$ cat src/hw/rtl/multi_level_job_queue_unit_macros.svh
// ---------------------------------------------------------------------------
// Assertion macros for the job queue RTL, used by mlq_front.
// ---------------------------------------------------------------------------
`ifndef MULTI_LEVEL_JOB_QUEUE_UNIT_MACROS_SVH
`define MULTI_LEVEL_JOB_QUEUE_UNIT_MACROS_SVH

// Same-cycle implication, checked outside reset.
`define MLQ_ASSERT_IMPL(label, clk, rst_n, ante, cons, msg) \
    label: assert property (@(posedge clk) disable iff (!rst_n) (ante) |-> (cons)) \
        else $error(msg);

// Next-cycle implication, checked outside reset.
`define MLQ_ASSERT_NEXT(label, clk, rst_n, ante, cons, msg) \
    label: assert property (@(posedge clk) disable iff (!rst_n) (ante) |=> (cons)) \
        else $error(msg);

`endif

$ cat src/hw/rtl/mlq_pkg.sv
// ---------------------------------------------------------------------------
// mlq_pkg
// Types and codes shared by the multi-level job queue modules.
// ---------------------------------------------------------------------------
`default_nettype none

package mlq_pkg;

    // Command codes of an input item.
    localparam logic [1:0] CMD_PUSH = 2'd0;
    localparam logic [1:0] CMD_POP  = 2'd1;
    localparam logic [1:0] CMD_PEEK = 2'd2;

    // Status codes of a result item.
    localparam logic [2:0] ST_PUSHED       = 3'd0;
    localparam logic [2:0] ST_REFUSED_LOCK = 3'd1;
    localparam logic [2:0] ST_REFUSED_FULL = 3'd2;
    localparam logic [2:0] ST_POPPED       = 3'd3;
    localparam logic [2:0] ST_POP_EMPTY    = 3'd4;
    localparam logic [2:0] ST_PEEK_FOUND   = 3'd5;
    localparam logic [2:0] ST_PEEK_EMPTY   = 3'd6;

    // Storage access that the back end performs for one item.
    typedef enum logic [1:0] {
        OP_NONE,
        OP_WRITE,
        OP_READ
    } t_op_kind;

    // Control part of an operation handed from front to back.
    typedef struct packed {
        t_op_kind   kind;
        logic [2:0] status;
        logic [1:0] level;
    } t_op_ctl;

    // One input item.
    typedef struct packed {
        logic [1:0]  command;
        logic [31:0] job_handle;
        logic [1:0]  level;
        logic [1:0]  fallback_count;
        logic [1:0]  fallback_first;
        logic [1:0]  fallback_second;
        logic [1:0]  fallback_third;
    } t_in_item;

    // One result item.
    typedef struct packed {
        logic [2:0]  status;
        logic [31:0] out_handle;
        logic [1:0]  out_level;
    } t_out_item;

endpackage

`default_nettype wire

$ cat src/hw/rtl/multi_level_job_queue_unit.sv
// An item passes the operation queue, the back end's register and the result queue in turn.
// Throughput: one item per cycle while results are taken; the single handle memory port
// and the front end's pointer update each handle one item per cycle.
// Reset: synchronous, active low; clears pointers, fill counts, the lock and both queues.
// The handle memory is not cleared and needs no clearing pass; items are taken at once.
// ---------------------------------------------------------------------------
// multi_level_job_queue_unit
// Priority job queue with one FIFO per level, fallback search on pop and
// peek, and a push lock register.
// ---------------------------------------------------------------------------
`default_nettype none

module multi_level_job_queue_unit #(
    parameter int NUM_LEVELS   = 4,
    parameter int QUEUE_DEPTH  = 16,
    parameter int HANDLE_WIDTH = 32
) (
    input  wire logic              i_clk,
    input  wire logic              i_rst_n,
    input  wire logic              push,
    output logic                   full,
    input  wire mlq_pkg::t_in_item i_item,
    output logic                   empty,
    input  wire logic              pop,
    output mlq_pkg::t_out_item     o_result,
    input  wire logic              cfg_valid,
    output logic                   cfg_ready,
    input  wire logic              i_cfg_data
);

    localparam int LW   = (NUM_LEVELS > 1) ? $clog2(NUM_LEVELS) : 1;
    localparam int IW   = $clog2(QUEUE_DEPTH);
    localparam int AW   = LW + IW;
    localparam int OPW  = $bits(mlq_pkg::t_op_ctl) + AW + 32;
    localparam int RESW = $bits(mlq_pkg::t_out_item);

    logic               acc;
    mlq_pkg::t_op_ctl   fr_ctl;
    logic [AW-1:0]      fr_addr;
    logic [31:0]        fr_data;
    logic [OPW-1:0]     opq_out;
    logic               opq_empty;
    logic               opq_pop;
    mlq_pkg::t_op_ctl   bk_ctl;
    logic [AW-1:0]      bk_addr;
    logic [31:0]        bk_data;
    logic               res_push;
    logic               res_full;
    mlq_pkg::t_out_item res_item;
    logic [RESW-1:0]    resq_out;

    // Handshakes.
    assign cfg_ready = 1'b1;
    assign acc       = push && !full;

    // Front end: classify items and update pointers.
    mlq_front #(
        .NUM_LEVELS  (NUM_LEVELS),
        .QUEUE_DEPTH (QUEUE_DEPTH),
        .AW          (AW)
    ) u_front (
        .i_clk      (i_clk),
        .i_rst_n    (i_rst_n),
        .i_cfg_we   (cfg_valid),
        .i_cfg_data (i_cfg_data),
        .i_acc      (acc),
        .i_item     (i_item),
        .o_op_ctl   (fr_ctl),
        .o_op_addr  (fr_addr),
        .o_op_data  (fr_data)
    );

    // Operation queue between front and back.
    mlq_fifo #(
        .WIDTH (OPW),
        .DEPTH (2)
    ) u_opq (
        .i_clk   (i_clk),
        .i_rst_n (i_rst_n),
        .i_push  (acc),
        .i_data  ({fr_ctl, fr_addr, fr_data}),
        .o_full  (full),
        .i_pop   (opq_pop),
        .o_data  (opq_out),
        .o_empty (opq_empty)
    );

    assign {bk_ctl, bk_addr, bk_data} = opq_out;

    // Back end: handle memory access and result forming.
    mlq_back #(
        .AW           (AW),
        .HANDLE_WIDTH (HANDLE_WIDTH)
    ) u_back (
        .i_clk      (i_clk),
        .i_rst_n    (i_rst_n),
        .i_op_empty (opq_empty),
        .o_op_pop   (opq_pop),
        .i_op_ctl   (bk_ctl),
        .i_op_addr  (bk_addr),
        .i_op_data  (bk_data),
        .o_res_push (res_push),
        .o_res      (res_item),
        .i_res_full (res_full)
    );

    // Result queue toward the consumer.
    mlq_fifo #(
        .WIDTH (RESW),
        .DEPTH (2)
    ) u_resq (
        .i_clk   (i_clk),
        .i_rst_n (i_rst_n),
        .i_push  (res_push),
        .i_data  (res_item),
        .o_full  (res_full),
        .i_pop   (pop),
        .o_data  (resq_out),
        .o_empty (empty)
    );

    assign o_result = mlq_pkg::t_out_item'(resq_out);

endmodule

`default_nettype wire

$ cat src/hw/rtl/mlq_fifo.sv
// ---------------------------------------------------------------------------
// mlq_fifo
// Small register FIFO used for the operation queue and the result queue.
// ---------------------------------------------------------------------------
`default_nettype none

module mlq_fifo #(
    parameter int WIDTH = 8,
    parameter int DEPTH = 2
) (
    input  wire logic             i_clk,
    input  wire logic             i_rst_n,
    input  wire logic             i_push,
    input  wire logic [WIDTH-1:0] i_data,
    output logic                  o_full,
    input  wire logic             i_pop,
    output logic [WIDTH-1:0]      o_data,
    output logic                  o_empty
);

    localparam int PW = (DEPTH > 1) ? $clog2(DEPTH) : 1;
    localparam int CW = $clog2(DEPTH + 1);

    logic [WIDTH-1:0] r_mem [DEPTH];
    logic [PW-1:0]    r_wr;
    logic [PW-1:0]    r_rd;
    logic [CW-1:0]    r_cnt;
    logic             do_push;
    logic             do_pop;

    function automatic logic [PW-1:0] ptr_next(input logic [PW-1:0] p);
        ptr_next = (p == PW'(DEPTH - 1)) ? '0 : p + 1'b1;
    endfunction

    // Status and handshake qualification.
    assign o_full  = (r_cnt == CW'(DEPTH));
    assign o_empty = (r_cnt == '0);
    assign do_push = i_push && !o_full;
    assign do_pop  = i_pop && !o_empty;
    assign o_data  = r_mem[r_rd];

    // Entry storage.
    always_ff @(posedge i_clk) begin
        if (do_push) begin
            r_mem[r_wr] <= i_data;
        end
    end

    // Pointers and occupancy.
    always_ff @(posedge i_clk) begin
        if (!i_rst_n) begin
            r_wr  <= '0;
            r_rd  <= '0;
            r_cnt <= '0;
        end else begin
            if (do_push) begin
                r_wr <= ptr_next(r_wr);
            end
            if (do_pop) begin
                r_rd <= ptr_next(r_rd);
            end
            if (do_push && !do_pop) begin
                r_cnt <= r_cnt + 1'b1;
            end else if (do_pop && !do_push) begin
                r_cnt <= r_cnt - 1'b1;
            end
        end
    end

endmodule

`default_nettype wire

$ cat src/hw/rtl/mlq_front.sv
// ---------------------------------------------------------------------------
// mlq_front
// Accepts items, owns the per-level pointers and fill counts, and turns each
// item into one storage operation with its final status.
// ---------------------------------------------------------------------------
`default_nettype none
`include "multi_level_job_queue_unit_macros.svh"

module mlq_front #(
    parameter int NUM_LEVELS  = 4,
    parameter int QUEUE_DEPTH = 16,
    parameter int AW          = 6
) (
    input  wire logic              i_clk,
    input  wire logic              i_rst_n,
    input  wire logic              i_cfg_we,
    input  wire logic              i_cfg_data,
    input  wire logic              i_acc,
    input  wire mlq_pkg::t_in_item i_item,
    output mlq_pkg::t_op_ctl       o_op_ctl,
    output logic [AW-1:0]          o_op_addr,
    output logic [31:0]            o_op_data
);

    localparam int LW = (NUM_LEVELS > 1) ? $clog2(NUM_LEVELS) : 1;
    localparam int IW = $clog2(QUEUE_DEPTH);
    localparam int CW = $clog2(QUEUE_DEPTH + 1);

    logic          r_lock;
    logic [IW-1:0] r_head  [NUM_LEVELS];
    logic [IW-1:0] r_tail  [NUM_LEVELS];
    logic [CW-1:0] r_count [NUM_LEVELS];
    logic [IW-1:0] n_head  [NUM_LEVELS];
    logic [IW-1:0] n_tail  [NUM_LEVELS];
    logic [CW-1:0] n_count [NUM_LEVELS];

    logic [1:0]            order [4];
    logic [3:0]            hit;
    logic [NUM_LEVELS-1:0] not_empty;
    logic [NUM_LEVELS-1:0] is_full;
    logic                  found;
    logic [1:0]            sel_lv;
    logic [LW-1:0]         sel_idx;
    logic [LW-1:0]         push_idx;
    logic                  push_in_range;

    function automatic logic [IW-1:0] wrap_next(input logic [IW-1:0] i);
        wrap_next = (i == IW'(QUEUE_DEPTH - 1)) ? '0 : i + 1'b1;
    endfunction

    // Search order and per-level occupancy flags.
    always_comb begin
        order[0] = i_item.level;
        order[1] = i_item.fallback_first;
        order[2] = i_item.fallback_second;
        order[3] = i_item.fallback_third;
        for (int l = 0; l < NUM_LEVELS; l++) begin
            not_empty[l] = (r_count[l] != '0);
            is_full[l]   = (r_count[l] == CW'(QUEUE_DEPTH));
        end
        for (int k = 0; k < 4; k++) begin
            hit[k] = (3'(k) <= {1'b0, i_item.fallback_count})
                  && (int'(order[k]) < NUM_LEVELS)
                  && not_empty[LW'(order[k])];
        end
        // The earliest level in the search order wins.
        found  = 1'b0;
        sel_lv = '0;
        for (int k = 3; k >= 0; k--) begin
            if (hit[k]) begin
                found  = 1'b1;
                sel_lv = order[k];
            end
        end
        sel_idx       = LW'(sel_lv);
        push_idx      = LW'(i_item.level);
        push_in_range = (int'(i_item.level) < NUM_LEVELS);
    end

    // Classification and next pointer state.
    always_comb begin
        n_head           = r_head;
        n_tail           = r_tail;
        n_count          = r_count;
        o_op_ctl.kind    = mlq_pkg::OP_NONE;
        o_op_ctl.status  = mlq_pkg::ST_PEEK_EMPTY;
        o_op_ctl.level   = '0;
        o_op_addr        = '0;
        o_op_data        = i_item.job_handle;
        case (i_item.command)
            mlq_pkg::CMD_PUSH: begin
                o_op_ctl.level = i_item.level;
                if (r_lock) begin
                    o_op_ctl.status = mlq_pkg::ST_REFUSED_LOCK;
                end else if (!push_in_range || is_full[push_idx]) begin
                    o_op_ctl.status = mlq_pkg::ST_REFUSED_FULL;
                end else begin
                    o_op_ctl.status = mlq_pkg::ST_PUSHED;
                    o_op_ctl.kind   = mlq_pkg::OP_WRITE;
                    o_op_addr       = {push_idx, r_tail[push_idx]};
                    if (i_acc) begin
                        n_tail[push_idx]  = wrap_next(r_tail[push_idx]);
                        n_count[push_idx] = r_count[push_idx] + 1'b1;
                    end
                end
            end
            mlq_pkg::CMD_POP: begin
                if (found) begin
                    o_op_ctl.status = mlq_pkg::ST_POPPED;
                    o_op_ctl.kind   = mlq_pkg::OP_READ;
                    o_op_ctl.level  = sel_lv;
                    o_op_addr       = {sel_idx, r_head[sel_idx]};
                    if (i_acc) begin
                        n_head[sel_idx]  = wrap_next(r_head[sel_idx]);
                        n_count[sel_idx] = r_count[sel_idx] - 1'b1;
                    end
                end else begin
                    o_op_ctl.status = mlq_pkg::ST_POP_EMPTY;
                end
            end
            mlq_pkg::CMD_PEEK: begin
                if (found) begin
                    o_op_ctl.status = mlq_pkg::ST_PEEK_FOUND;
                    o_op_ctl.kind   = mlq_pkg::OP_READ;
                    o_op_ctl.level  = sel_lv;
                    o_op_addr       = {sel_idx, r_head[sel_idx]};
                end
            end
            default: begin
                o_op_ctl.status = mlq_pkg::ST_PEEK_EMPTY;
            end
        endcase
    end

    // Lock register, pointers and fill counts.
    always_ff @(posedge i_clk) begin
        if (!i_rst_n) begin
            r_lock <= 1'b0;
            for (int l = 0; l < NUM_LEVELS; l++) begin
                r_head[l]  <= '0;
                r_tail[l]  <= '0;
                r_count[l] <= '0;
            end
        end else begin
            if (i_cfg_we) begin
                r_lock <= i_cfg_data;
            end
            r_head  <= n_head;
            r_tail  <= n_tail;
            r_count <= n_count;
        end
    end

    // A write is only issued for an unlocked push.
    `MLQ_ASSERT_IMPL(a_write_unlocked, i_clk, i_rst_n,
        i_acc && (o_op_ctl.kind == mlq_pkg::OP_WRITE), !r_lock, "write issued while locked")
    // Writes always carry the pushed status.
    `MLQ_ASSERT_IMPL(a_write_status, i_clk, i_rst_n,
        o_op_ctl.kind == mlq_pkg::OP_WRITE, o_op_ctl.status == mlq_pkg::ST_PUSHED,
        "write without pushed status")
    // Reads only come from a successful pop or peek.
    `MLQ_ASSERT_IMPL(a_read_status, i_clk, i_rst_n,
        o_op_ctl.kind == mlq_pkg::OP_READ,
        (o_op_ctl.status == mlq_pkg::ST_POPPED) || (o_op_ctl.status == mlq_pkg::ST_PEEK_FOUND),
        "read without a found status")
    // A locked push leaves the preferred level's count untouched.
    `MLQ_ASSERT_IMPL(a_lock_holds, i_clk, i_rst_n,
        i_acc && r_lock && (i_item.command == mlq_pkg::CMD_PUSH) && push_in_range,
        n_count[push_idx] == r_count[push_idx], "locked push changed a fill count")

endmodule

`default_nettype wire

$ cat src/hw/rtl/mlq_back.sv
// ---------------------------------------------------------------------------
// mlq_back
// Carries out storage operations on the handle memory and forms the result
// items, one operation per cycle unless the result queue is full.
// ---------------------------------------------------------------------------
`default_nettype none

module mlq_back #(
    parameter int AW           = 6,
    parameter int HANDLE_WIDTH = 32
) (
    input  wire logic             i_clk,
    input  wire logic             i_rst_n,
    input  wire logic             i_op_empty,
    output logic                  o_op_pop,
    input  wire mlq_pkg::t_op_ctl i_op_ctl,
    input  wire logic [AW-1:0]    i_op_addr,
    input  wire logic [31:0]      i_op_data,
    output logic                  o_res_push,
    output mlq_pkg::t_out_item    o_res,
    input  wire logic             i_res_full
);

    localparam int SW = (HANDLE_WIDTH < 32) ? HANDLE_WIDTH : 32;
    localparam int MD = 1 << AW;

    logic [SW-1:0]    r_mem [MD];
    logic [SW-1:0]    r_rdata;
    logic             r_valid;
    mlq_pkg::t_op_ctl r_ctl;

    // Take a new operation when the stage is free or drains this cycle.
    assign o_op_pop   = !i_op_empty && (!r_valid || !i_res_full);
    assign o_res_push = r_valid && !i_res_full;

    // Handle memory with one write and one registered read per cycle.
    always_ff @(posedge i_clk) begin
        if (o_op_pop && (i_op_ctl.kind == mlq_pkg::OP_WRITE)) begin
            r_mem[i_op_addr] <= i_op_data[SW-1:0];
        end
        if (o_op_pop && (i_op_ctl.kind == mlq_pkg::OP_READ)) begin
            r_rdata <= r_mem[i_op_addr];
        end
        if (o_op_pop) begin
            r_ctl <= i_op_ctl;
        end
    end

    // Stage occupancy.
    always_ff @(posedge i_clk) begin
        if (!i_rst_n) begin
            r_valid <= 1'b0;
        end else if (o_op_pop) begin
            r_valid <= 1'b1;
        end else if (o_res_push) begin
            r_valid <= 1'b0;
        end
    end

    // Result item.
    always_comb begin
        o_res.status     = r_ctl.status;
        o_res.out_level  = r_ctl.level;
        o_res.out_handle = (r_ctl.kind == mlq_pkg::OP_READ) ? 32'(r_rdata) : '0;
    end

endmodule

`default_nettype wire

$ cat config.mk
export PLATFORM = sky130hd
export DESIGN_NAME = multi_level_job_queue_unit
export DESIGN_NICKNAME = d
export VERILOG_FILES = /design/src/hw/rtl/mlq_pkg.sv /design/src/hw/rtl/multi_level_job_queue_unit.sv /design/src/hw/rtl/mlq_fifo.sv /design/src/hw/rtl/mlq_front.sv /design/src/hw/rtl/mlq_back.sv
export VERILOG_INCLUDE_DIRS = /design/src /design/src/hw/rtl
export SDC_FILE = /design/constraint.sdc
export NUM_CORES = 2
export LEC_CHECK = 0
export BUFFER_PORTS_ARGS = -buffer_cell sky130_fd_sc_hd__buf_4
export CAP_MARGIN = 20
export CELL_PAD_IN_SITES_DETAIL_PLACEMENT = 1
export CELL_PAD_IN_SITES_GLOBAL_PLACEMENT = 2
export CORE_UTILIZATION = 48
export CTS_CLUSTER_SIZE = 12
export DETAILED_ROUTE_END_ITERATION = 10
export PLACE_DENSITY_LB_ADDON = 0.1
export SETUP_SLACK_MARGIN = 0.05
export SLEW_MARGIN = 5
export SYNTH_ARGS = -nofsm -noshare
export SYNTH_HDL_FRONTEND = slang
export SYNTH_SLANG_ARGS = --single-unit
$ cat constraint.sdc
create_clock -name i_clk -period 5.9 [get_ports i_clk]
set_input_delay 0.885 -clock i_clk [delete_from_list [all_inputs] [get_ports i_clk]]
set_output_delay 0.885 -clock i_clk [all_outputs]
set_load 0.05 [all_outputs]
==> run metrics <==
TritonCTS clock tree yes; Yosys cell types 74; GRT overflow 0; Area growth syn-to-layout 15.0%; Tot GR Track Use 32.7%; outcome complete, no violations; first-pass GRT wire length 411,000 microns; maximum VDD drop 0.445 mV; WL met3 28,900 microns; Setup Fix Bufs, Post-CTS 0; Comb power frac 23.3%; CP Capture Type flip-flop; Max Slew Vio Count 0; full die area 180,000 sq um; top_reg_cell synth edfxtp_1; CTS Sinks 2,315; largest net degree at the start of global routing 106; origin of the worst min-delay path i_item[39]; Final Setup Violations 0; uppermost layer routed met5; clk slew on worst S/H paths 0.06 ns; most frequent cells in the layout edfxtp_1 (2,251), a22oi_1 (495), buf_4 (296); Worst Skew 0.0330 ns; Synth Register Bits 2,315; vias in the first global route 52,000; reg2reg start u_opq.r_mem[0][33]; Tcrit/Tclk final 77.4%; WP buf/inv 1; crit-path max FO 65; DR pass1 iterations 6; Hold Path Class in -> reg; max_slew headroom 16.2%; Syn Inst Count 4,888; Inst Count DP 7,265; Mean Syn Cell Area 17.5 sq um; Flop pwr share 45.8%; Die Wd 425 microns; DPL Wire Length 169,000 microns; Mapped Area 85,700 sq um; clk buf depth 3; clock share of power 30.9%; met1 WL 119,000 microns; cell-internal power 30.1 mW; WL met2 139,000 microns; Net Sw Power 14.3 mW; CP Class reg -> reg; crit path from u_opq.r_mem[0][33]; Num CTS Buffers 232; row cnt 154; starting density of the core 48.5%; worst slew pin tran 1.25 ns; clk root buf clkbuf_16; Routed wire per std cell 38.6 microns; nets@finish 5,219; post-synthesis sequential area ratio 80.3%; setup TNS 0 ns; post-route minimum period 4.57 ns; final hold slack 0.186 ns; Core ar. 177,000 sq um; ys async rst share 0%; leakage 30.4 nW; DIE HEIGHT 425 microns; Post-synth EDFFs 2,251; unrepaired setup endpoints after global routing false; post-route ant nets 0; crit start category flip-flop; Final Hold Fails 0; critical path's largest stage delay 1.08 ns; CP arrival 5.16 ns; Via density 6.75; sw frac 32.2%; post-route cell area 98,600 sq um; delay-heaviest family, CP compound AO/OA/AOI/OAI gates; I/O pin count 90; port bufs 88; Placed Area 91,600 sq um; r2r setup slk 1.33 ns; CP Cell Sequence nor2b_1 > a21o_4 > nor2_4 > buf_12 > a22oi_1 > nand4_1 > a311oi_1 > nand3_1; cts hold-fix bufs 0; Placer Congestion 0.841; CP required 6.49 ns; Yosys Warn Count 0; fraction of layout cells with a size suffix above 1 15.5%; clk_lat worst skew 0.89 ns; initial antenna violation count 25; Remaining DRCs 0; critical path's slowest cell a311oi_1; Starting DRT DRC Count 7,519; Power per Cell Area 451 nW/um^2; Max-Cap Viols 0; commonest non-fill, non-tap cell in the layout edfxtp_1; H-tree Lvls 4; syn nets 4,948; Fmax 0.219 GHz; Non-Filler Instances 7,735; CTS resizes 0; total length of routed wires 298,000 microns; vias after detailed routing 52,200
==> final cells by class <==
class	count	area, sq um
Clock buffer	329	6260
Clock inverter	80	608
Tap cell	2340	2930
Inverter	19	71.3
Antenna cell	61	153
Fill cell	15700	78100
Timing Repair Buffer	352	3340
Multi-Input combinational cell	2239	16400
Sequential cell	2315	68900
==> per-layer routing <==
layer	global-route usage, %	vias to the layer above
met2	51.1	2985
met5	0	-
met3	6.18	492
met1	45.8	27800
met4	12.6	12
li1	-	20900
==> through the flow <==
stage               total power [mW]  util (%)  setup WS [ns]
global route                    45.4      55.8           1.32
global placement                30.6      51.8           1.28
detailed placement              30.8      51.8           1.32
floorplan                       25.5         -           1.56
CTS                             44.4      55.7           1.40
finish                          44.5      55.8           1.33
==> power by group through the flow <==
stage          sequential, mW  clock [mW]  combinational [mW]
3_5_place_dp             20.7           0                10.1
4_1_cts                  20.3        13.9                10.2
6_report                 20.3        13.8                10.4
5_1_grt                  20.4        14.4                10.6
2_1_floorplan            20.4           0                5.13
3_3_place_gp             20.7           0                9.94
==> kinds of logic (layout without fill, tap and decap cells) <==
kind of cell | after synthesis | after routing | share of synthesized area (%)
compound gates | 1408 | 1408 | 12.3
buf+inv | 334 | 780 | 1.49
mux | 152 | 152 | 2.04
other cells | 1 | 62 | 0.00437
simple gates | 653 | 653 | 3.52
fa+ha+maj | 10 | 10 | 0.146
xor+xnor | 15 | 15 | 0.153
flops | 2315 | 2315 | 80.3
==> registers in the layout (all words and copies together) (netlist names), 2 cells and up, named ones only <==
signal and count:
u_back.o_res 5, u_back.r_ctl 2, u_back.r_mem 2048, u_back.r_rdata 32, u_front.r_count 20, u_front.r_head 16, u_front.r_tail 16, u_opq.r_cnt 2
u_opq.r_mem 90, u_resq.r_cnt 2, u_resq.r_mem 74
==> cell usage after synthesis (all sizes together), types with 6 or more instances <==
master,n,area (sq um)
edfxtp,2251,67600
a22oi,495,3720
clkbuf,251,942
nand2,238,893
a22o,204,1790
a221oi,184,1610
a21oi,170,855
nor2,170,638
a31oi,154,978
mux2,81,912
buf,64,260
dfxtp,64,1280
mux2i,62,637
nand4,53,332
nand3,49,245
nor4,42,263
and2,36,225
o21ai,32,160
a222oi,30,300
nor3,19,95.1
inv,17,63.8
o22ai,16,100
a211oi,14,105
o221ai,13,114
o22a,13,114
o211ai,12,90.1
ha,10,125
nand2b,10,62.6
mux4,9,203
nor2b,9,56.3
xor2,9,78.8
a32o,7,70.1
o32ai,7,61.3
a2111oi,6,53.8
a311oi,6,52.6
a32oi,6,52.6
a41oi,6,52.6
xnor2,6,52.6
==> worst reg2reg max path, stage by stage (launching register included) <==
cell      delay [ns]
edfxtp_1        0.49
nor2b_1         0.53
a21o_4          0.67
nor2_4          0.39
buf_12          0.33
a22oi_1         0.45
nand4_1         0.18
a311oi_1        1.08
nand3_1         0.16
==> final timing paths <==
path | depth (start not counted) | to
worst max-delay path | 8 | u_back.r_rdata[2]
worst min-delay path | 1 | u_opq.r_mem[0][29]
worst max register to register | 8 | u_back.r_rdata[2]
worst min register to register | 0 | u_resq.r_mem[0][36]
No activity file was read; power rests on OpenSTA's default activity.
